$ cat src/design/btmx_pkg.sv
// btmx_pkg: shared types, codes and default sizes for binary_trie_min_xor.
// No dependencies; used by btmx_node_mem, btmx_engine and the top level.
package btmx_pkg;

  localparam int KEY_BITS_DEF   = 32;
  localparam int POOL_NODES_DEF = 4096;

  localparam logic [1:0] FUNC_INSERT = 2'd0;
  localparam logic [1:0] FUNC_XOR    = 2'd1;
  localparam logic [1:0] FUNC_QUERY  = 2'd2;

  localparam logic STATUS_OK        = 1'b0;
  localparam logic STATUS_POOL_FULL = 1'b1;

  typedef struct packed {
    logic [1:0]  func;
    logic [31:0] operand;
  } in_word_t;

  typedef struct packed {
    logic        status;
    logic [31:0] min_xor;
  } out_word_t;

  // node memory strobes from the engine
  typedef struct packed {
    logic rd_en;
    logic wr_zero;
    logic wr_one;
  } mem_ctl_t;

endpackage

$ cat src/design/btmx_engine.sv
// btmx_engine: sequencer for init, insert (check walk + allocate), xor and query.
// Drives btmx_node_mem, holds mask, free pointer and the output register.
// Depends on btmx_pkg.
module btmx_engine #(
  parameter int KEY_BITS   = btmx_pkg::KEY_BITS_DEF,
  parameter int POOL_NODES = btmx_pkg::POOL_NODES_DEF,
  parameter int NW         = $clog2(POOL_NODES)
) (
  input  logic                clk,
  input  logic                rst_n,
  input  logic                in_valid,
  output logic                in_stall,
  input  btmx_pkg::in_word_t  in_word,
  output logic                out_valid,
  input  logic                out_stall,
  output btmx_pkg::out_word_t out_word,
  output btmx_pkg::mem_ctl_t  mem_ctl,
  output logic [NW-1:0]       rd_addr,
  output logic [NW-1:0]       wr_addr,
  output logic [NW-1:0]       wr_zero_data,
  output logic [NW-1:0]       wr_one_data,
  input  logic [NW-1:0]       rd_zero,
  input  logic [NW-1:0]       rd_one
);

  localparam int LW   = (KEY_BITS > 1) ? $clog2(KEY_BITS) : 1;
  localparam bit FITS = (KEY_BITS + 1) <= POOL_NODES;
  localparam logic [NW-1:0] INIT_LAST = FITS ? NW'(KEY_BITS) : '0;
  localparam logic [NW:0]   FREE_RST  = FITS ? (NW+1)'(KEY_BITS + 1) : (NW+1)'(1);
  localparam logic [LW-1:0] LVL_TOP   = LW'(KEY_BITS - 1);

  typedef enum logic [2:0] {
    ST_INIT, ST_IDLE, ST_WALK, ST_ALLOC, ST_FINISH
  } state_t;

  state_t              state_r, state_nxt;
  logic [KEY_BITS-1:0] key_r, key_nxt;
  logic [KEY_BITS-1:0] mask_r, mask_nxt;
  logic [KEY_BITS-1:0] value_r, value_nxt;
  logic [NW-1:0]       node_r, node_nxt;
  logic [LW-1:0]       lvl_r, lvl_nxt;
  logic [NW:0]         next_free_r, next_free_nxt;
  logic                is_query_r, is_query_nxt;
  logic                status_r, status_nxt;
  logic                out_valid_r, out_valid_nxt;
  btmx_pkg::out_word_t out_word_r, out_word_nxt;

  logic [KEY_BITS+31:0] op_wide;
  logic [KEY_BITS-1:0]  op_key;
  logic [KEY_BITS+31:0] val_wide;
  logic [LW-1:0]        lvl_dec;
  logic [NW:0]          nf_inc;
  logic [NW+1:0]        need_sum;
  logic                 bit_k;
  logic [NW-1:0]        child;
  logic [NW-1:0]        same;
  logic [NW-1:0]        other;
  logic [NW-1:0]        next_node;
  logic                 out_free;

  assign op_wide  = {{KEY_BITS{1'b0}}, in_word.operand};
  assign op_key   = op_wide[KEY_BITS-1:0];
  assign val_wide = {32'd0, value_r};
  assign lvl_dec  = lvl_r - 1'b1;
  assign nf_inc   = next_free_r + 1'b1;
  // nodes still missing at this level: lvl_r + 1
  assign need_sum = {1'b0, next_free_r} + (NW+2)'(lvl_r) + 1'b1;
  assign bit_k    = is_query_r ? mask_r[lvl_r] : key_r[lvl_r];
  assign child    = bit_k ? rd_one : rd_zero;
  assign same     = child;
  assign other    = bit_k ? rd_zero : rd_one;
  assign out_free = !out_valid_r || !out_stall;

  assign in_stall  = (state_r != ST_IDLE);
  assign out_valid = out_valid_r;
  assign out_word  = out_word_r;

  always_comb begin
    state_nxt     = state_r;
    key_nxt       = key_r;
    mask_nxt      = mask_r;
    value_nxt     = value_r;
    node_nxt      = node_r;
    lvl_nxt       = lvl_r;
    next_free_nxt = next_free_r;
    is_query_nxt  = is_query_r;
    status_nxt    = status_r;
    out_valid_nxt = out_valid_r && out_stall;
    out_word_nxt  = out_word_r;
    mem_ctl       = '0;
    rd_addr       = '0;
    wr_addr       = '0;
    wr_zero_data  = '0;
    wr_one_data   = '0;
    next_node     = '0;

    unique case (state_r)
      ST_INIT: begin
        // lay down the key-zero path: node n -> zero child n+1
        mem_ctl.wr_zero = 1'b1;
        mem_ctl.wr_one  = 1'b1;
        wr_addr         = node_r;
        if (FITS && ({1'b0, node_r} < (NW+1)'(KEY_BITS))) begin
          wr_zero_data = node_r + 1'b1;
        end
        if (node_r == INIT_LAST) begin
          node_nxt  = '0;
          state_nxt = ST_IDLE;
        end else begin
          node_nxt = node_r + 1'b1;
        end
      end

      ST_IDLE: begin
        if (in_valid) begin
          value_nxt  = '0;
          status_nxt = btmx_pkg::STATUS_OK;
          node_nxt   = '0;
          lvl_nxt    = LVL_TOP;
          case (in_word.func)
            btmx_pkg::FUNC_INSERT: begin
              key_nxt        = op_key ^ mask_r;
              is_query_nxt   = 1'b0;
              mem_ctl.rd_en  = 1'b1;
              state_nxt      = ST_WALK;
            end
            btmx_pkg::FUNC_XOR: begin
              mask_nxt  = mask_r ^ op_key;
              state_nxt = ST_FINISH;
            end
            btmx_pkg::FUNC_QUERY: begin
              is_query_nxt  = 1'b1;
              mem_ctl.rd_en = 1'b1;
              state_nxt     = ST_WALK;
            end
            default: begin
              state_nxt = ST_FINISH;
            end
          endcase
        end
      end

      ST_WALK: begin
        // children of node_r are on the memory outputs
        if (is_query_r) begin
          if (same != '0) begin
            next_node = same;
          end else if (other != '0) begin
            next_node        = other;
            value_nxt[lvl_r] = 1'b1;
          end
          if (same == '0 && other == '0) begin
            value_nxt = '0;
            state_nxt = ST_FINISH;
          end else if (lvl_r == '0) begin
            state_nxt = ST_FINISH;
          end else begin
            node_nxt      = next_node;
            lvl_nxt       = lvl_dec;
            mem_ctl.rd_en = 1'b1;
            rd_addr       = next_node;
          end
        end else if (child != '0) begin
          if (lvl_r == '0) begin
            state_nxt = ST_FINISH;  // key already present
          end else begin
            node_nxt      = child;
            lvl_nxt       = lvl_dec;
            mem_ctl.rd_en = 1'b1;
            rd_addr       = child;
          end
        end else if (need_sum > (NW+2)'(POOL_NODES)) begin
          status_nxt = btmx_pkg::STATUS_POOL_FULL;
          state_nxt  = ST_FINISH;
        end else begin
          // hook the first new node onto the existing parent
          wr_addr = node_r;
          if (bit_k) begin
            mem_ctl.wr_one = 1'b1;
            wr_one_data    = next_free_r[NW-1:0];
          end else begin
            mem_ctl.wr_zero = 1'b1;
            wr_zero_data    = next_free_r[NW-1:0];
          end
          state_nxt = ST_ALLOC;
        end
      end

      ST_ALLOC: begin
        // new node at next_free_r sits below level lvl_r
        mem_ctl.wr_zero = 1'b1;
        mem_ctl.wr_one  = 1'b1;
        wr_addr         = next_free_r[NW-1:0];
        next_free_nxt   = nf_inc;
        if (lvl_r == '0) begin
          state_nxt = ST_FINISH;
        end else begin
          if (key_r[lvl_dec]) begin
            wr_one_data = nf_inc[NW-1:0];
          end else begin
            wr_zero_data = nf_inc[NW-1:0];
          end
          lvl_nxt = lvl_dec;
        end
      end

      ST_FINISH: begin
        if (out_free) begin
          out_valid_nxt        = 1'b1;
          out_word_nxt.status  = status_r;
          out_word_nxt.min_xor = val_wide[31:0];
          state_nxt            = ST_IDLE;
        end
      end

      default: begin
        state_nxt = ST_IDLE;
      end
    endcase
  end

  always_ff @(posedge clk) begin
    if (!rst_n) begin
      state_r     <= ST_INIT;
      mask_r      <= '0;
      node_r      <= '0;
      lvl_r       <= '0;
      next_free_r <= FREE_RST;
      is_query_r  <= 1'b0;
      out_valid_r <= 1'b0;
    end else begin
      state_r     <= state_nxt;
      mask_r      <= mask_nxt;
      node_r      <= node_nxt;
      lvl_r       <= lvl_nxt;
      next_free_r <= next_free_nxt;
      is_query_r  <= is_query_nxt;
      out_valid_r <= out_valid_nxt;
    end
  end

  always_ff @(posedge clk) begin
    key_r      <= key_nxt;
    value_r    <= value_nxt;
    status_r   <= status_nxt;
    out_word_r <= out_word_nxt;
  end

endmodule

$ cat config.mk
export PLATFORM = sky130hd
export DESIGN_NAME = btmx_engine
export DESIGN_NICKNAME = d
export VERILOG_FILES = /design/src/design/btmx_pkg.sv /design/src/design/btmx_engine.sv
export SDC_FILE = /design/constraint.sdc
export NUM_CORES = 1
export LEC_CHECK = 0
export BUFFER_PORTS_ARGS = -buffer_cell sky130_fd_sc_hd__buf_4
export CORE_MARGIN = 10
export CORE_UTILIZATION = 50
export DETAILED_ROUTE_END_ITERATION = 7
export PLACE_DENSITY = 0.83
export SYNTH_ARGS = -nofsm -noshare
export SYNTH_HDL_FRONTEND = slang
export SYNTH_SLANG_ARGS = --single-unit
$ cat constraint.sdc
create_clock -name clk -period 4.7 [get_ports clk]
set_input_delay 0.705 -clock clk [delete_from_list [all_inputs] [get_ports clk]]
set_output_delay 0.705 -clock clk [all_outputs]
set_load 0.02 [all_outputs]
==> metrics.txt <==
# TYPE chip_impl_metric gauge
chip_impl_metric{name="post_dp_area",unit="sq mm"} 0.0107
chip_impl_info{name="layout.cells.most_common",value="sky130_fd_sc_hd__buf_4"} 1
chip_impl_metric{name="synth.yosys.seq_area_share",unit=""} 0.457
chip_impl_metric{name="drt_iter0_markers",unit=""} 963
chip_impl_metric{name="cts_made_buffers",unit=""} 17
chip_impl_metric{name="first_global_vias",unit=""} 7848
chip_impl_metric{name="detailed_placer_s_ending_hpwl",unit="mm"} 19.3
chip_impl_info{name="rsz0062_at_grt",value="no"} 1
chip_impl_metric{name="detail_route.wirelength.met1",unit="mm"} 10.7
chip_impl_metric{name="fp-row-count",unit=""} 50
chip_impl_metric{name="power_per_cell_area",unit="mW/mm^2"} 265
chip_impl_info{name="highest_layer",value="met4"} 1
chip_impl_info{name="holdCritStartpoint",value="value_r[2]$_SDFFCE_PP0P_"} 1
chip_impl_metric{name="fmax",unit="GHz"} 0.218
chip_impl_metric{name="finalNonFillerCells",unit=""} 1351
chip_impl_metric{name="grt_max_degree",unit=""} 54
chip_impl_metric{name="mappedNetlistArea",unit="sq mm"} 0.00938
chip_impl_metric{name="cp_max_fo",unit=""} 12
chip_impl_metric{name="power_leakage",unit="nW"} 4.33
chip_impl_info{name="outcome",value="completed"} 1
chip_impl_metric{name="start_util",unit=""} 0.505
chip_impl_info{name="r2r_start",value="lvl_r[0]$_SDFFE_PN0P_"} 1
chip_impl_metric{name="finalSetupTns",unit="ns"} 0
chip_impl_metric{name="max-cap-violations",unit=""} 0
chip_impl_metric{name="hold_viol_final",unit=""} 0
chip_impl_metric{name="max_slew_margin",unit=""} 0.250
chip_impl_metric{name="gr-total-overflow",unit=""} 0
chip_impl_metric{name="placedCellCount",unit=""} 1313
chip_impl_metric{name="synth.yosys.warnings",unit=""} 0
chip_impl_metric{name="met2WireLength",unit="mm"} 13.3
chip_impl_metric{name="final_design_area_no_fill",unit="sq mm"} 0.0114
chip_impl_metric{name="worst_skew_pair.late_latency",unit="ns"} 0.45
chip_impl_metric{name="finalSetupViolCount",unit=""} 0
chip_impl_metric{name="clk_pin_slew_worst_paths",unit="ns"} 0.07
chip_impl_metric{name="worst_ep_required_time",unit="ns"} 3.99
chip_impl_info{name="worst_hold_path_type",value="reg2reg"} 1
chip_impl_metric{name="clkSinkCount",unit=""} 165
chip_impl_metric{name="finClkSkew",unit="ns"} 0.00932
chip_impl_metric{name="timing.critical_path.arrival",unit="ns"} 3.88
chip_impl_metric{name="place_ws",unit="ns"} 0.348
chip_impl_metric{name="nets",unit=""} 1179
chip_impl_metric{name="io_buffer_count",unit=""} 147
chip_impl_metric{name="gp_congestion",unit=""} 0.933
chip_impl_metric{name="synth_edf_count",unit=""} 98
chip_impl_metric{name="async_flop_share",unit=""} 0
chip_impl_metric{name="layout-drive-gt1-share",unit=""} 0.234
chip_impl_info{name="postSynth.topFlopCell",value="sky130_fd_sc_hd__edfxtp_1"} 1
chip_impl_metric{name="ys_types",unit=""} 74
chip_impl_info{name="worstSetupStartpoint",value="lvl_r[0]$_SDFFE_PN0P_"} 1
chip_impl_metric{name="clk_path_buf_depth",unit=""} 2
chip_impl_metric{name="core-area",unit="sq mm"} 0.0186
chip_impl_metric{name="hold_buffer_count_at_cts",unit=""} 0
chip_impl_info{name="cts_tree",value="done"} 1
chip_impl_metric{name="finalCriticalPeriod",unit="ns"} 4.59
chip_impl_metric{name="avgViaCountPerCell",unit=""} 6.07
chip_impl_metric{name="antenna_cells_inserted",unit=""} 0
chip_impl_metric{name="grt_pass1_wl",unit="mm"} 42.1
chip_impl_metric{name="syn_avg_cell_area",unit="sq um"} 9.59
chip_impl_metric{name="die_area",unit="sq mm"} 0.0246
chip_impl_metric{name="drt_wl_total",unit="mm"} 27.0
chip_impl_info{name="critPathKind",value="reg2out"} 1
chip_impl_info{name="layout_common_cells",value="sky130_fd_sc_hd__buf_4, sky130_fd_sc_hd__nor2_1, sky130_fd_sc_hd__nand2_1"} 1
chip_impl_metric{name="routed-via-count",unit=""} 8197
chip_impl_metric{name="floorplan.io_pins",unit=""} 148
chip_impl_metric{name="number_of_antenna_violations_at_the_first_check_in_global_routing",unit=""} 0
chip_impl_metric{name="synthesis.instances",unit=""} 978
chip_impl_metric{name="drv_slew",unit=""} 0
chip_impl_metric{name="die-height",unit="um"} 157
chip_impl_info{name="cts_root_buffer",value="sky130_fd_sc_hd__clkbuf_16"} 1
chip_impl_metric{name="hold_slack",unit="ns"} 0.464
chip_impl_metric{name="dr.pass1.iters",unit=""} 6
chip_impl_metric{name="post-route-period-util",unit=""} 0.976
chip_impl_metric{name="syn_nets",unit=""} 1053
chip_impl_metric{name="worstMarginPinSlew",unit="ns"} 1.12
chip_impl_metric{name="met3RoutedLength",unit="mm"} 2.09
chip_impl_info{name="end_kind",value="primary output"} 1
chip_impl_metric{name="grt.total_usage",unit=""} 0.214
chip_impl_metric{name="die_width",unit="um"} 157
chip_impl_metric{name="antenna_nets_post_route",unit=""} 0
chip_impl_metric{name="drcViolationCount",unit=""} 0
chip_impl_metric{name="flow.area_growth_from_synthesis",unit="%"} 21.0
chip_impl_metric{name="htreeDepth",unit=""} 4
chip_impl_info{name="timing.critical_path.from_type",value="flop"} 1
chip_impl_metric{name="vdd_drop_max",unit="uV"} 264
chip_impl_metric{name="final.setup.worst_slack",unit="ns"} 0.112
chip_impl_metric{name="postSynthRegisterBits",unit=""} 165
chip_impl_metric{name="detail_routed_net_length_per_standard_cell",unit="um"} 20.0
==> state kept, by name (all words and copies together) (netlist names), 3 cells and up <==
register     flops
lvl_r            5
value_r         32
mask_r          32
out_word        33
node_r          12
state_r          3
key_r           32
next_free_r     13
==> synth_stat cells, drive strengths merged, types with 4 or more instances <==
master,n,area [sq um]
nor2,122,458
nand2,116,438
edfxtp,98,2940
xor2,70,613
dfxtp,67,1340
a21oi,61,317
clkbuf,44,165
o21ai,34,174
nand3,31,160
nor3,28,156
buf,23,123
mux2i,21,210
inv,20,75.1
a31oi,19,119
mux4,17,383
a22o,15,131
o22ai,13,81.3
xnor2,13,114
ha,12,150
mux2,11,124
and3,10,62.6
nor4,9,56.3
or3,9,61.3
a311oi,8,70.1
nor3b,8,71.3
a2bb2oi,7,61.3
nand2b,7,43.8
o211ai,7,57.6
a211oi,6,45.0
or2,6,37.5
or4,6,45.0
a211o,5,43.8
nand4,5,31.3
o211a,5,50.1
o21a,5,37.5
o31ai,4,30.0
==> cells by family after synthesis <==
family / Yosys count / share of synthesized area
XOR/XNOR: 83 / 0.0775
adder cells (fa/ha/maj): 13 / 0.0181
flip-flops: 165 / 0.457
AND/OR/NAND/NOR: 370 / 0.184
AO/OA/AOI/OAI: 209 / 0.148
multiplexers: 49 / 0.0764
buffers and inverters: 89 / 0.0395
==> routing by layer <==
layer | global-route usage | vias up
met5 | 0 | -
met4 | 0.0840 | 0
met3 | 0.0423 | 70
met2 | 0.356 | 425
met1 | 0.268 | 3897
li1 | - | 3805
==> stage by stage <==
stage,total power [mW],utilization
final,3.01,0.611
after global routing,3.08,0.611
after CTS,3.01,0.609
after detailed placement,1.67,0.576
after global placement,1.67,0.576
after floorplan,1.60,-
==> worst max-delay path, stage by stage, from the launching register on <==
cell	delay, ns
sky130_fd_sc_hd__dfxtp_2	0.42
sky130_fd_sc_hd__mux4_2	0.53
sky130_fd_sc_hd__a22o_1	0.25
sky130_fd_sc_hd__or4b_4	0.54
sky130_fd_sc_hd__or3_4	0.43
sky130_fd_sc_hd__nor3b_4	0.19
sky130_fd_sc_hd__o211ai_4	0.37
sky130_fd_sc_hd__o21ai_1	0.11
sky130_fd_sc_hd__buf_4	0.19
sky130_fd_sc_hd__a22o_1	0.22
sky130_fd_sc_hd__buf_4	0.17
==> path summary, 6_finish.rpt <==
kind | endpoint | slack, ns | cells after the start
setup / recovery | wr_addr[0] | 0.11 | 10
hold / removal | out_word[2]$_DFFE_PP_ | 0.46 | 0
setup reg to reg | value_r[29]$_SDFFCE_PP0P_ | 0.86 | 9
hold reg to reg | out_word[2]$_DFFE_PP_ | 0.46 | 0
==> cell type report <==
class | instances | area [sq um]
clock inverter | 12 | 113
fill | 1498 | 7220
multi-input combinational | 724 | 4790
timing repair buffer | 174 | 1330
clock buffer | 20 | 458
inverter | 22 | 82.6
tap | 234 | 293
sequential | 165 | 4290
==> what timing repair did <==
action / in CTS / in global routing
buffers inserted: 5 / 1
setup endpoints to repair: 37 / 41
resized for setup: 4 / 5
pin swaps: 1 / 0
==> report_power, final <==
part | switching [mW] | total [mW] | internal [mW]
logic | 0.0606 | 0.117 | 0.0566
clock network | 0.640 | 1.37 | 0.729
registers | 0.00383 | 1.52 | 1.52
total | 0.704 | 3.01 | 2.31
Power figures use the tool's default switching activity.
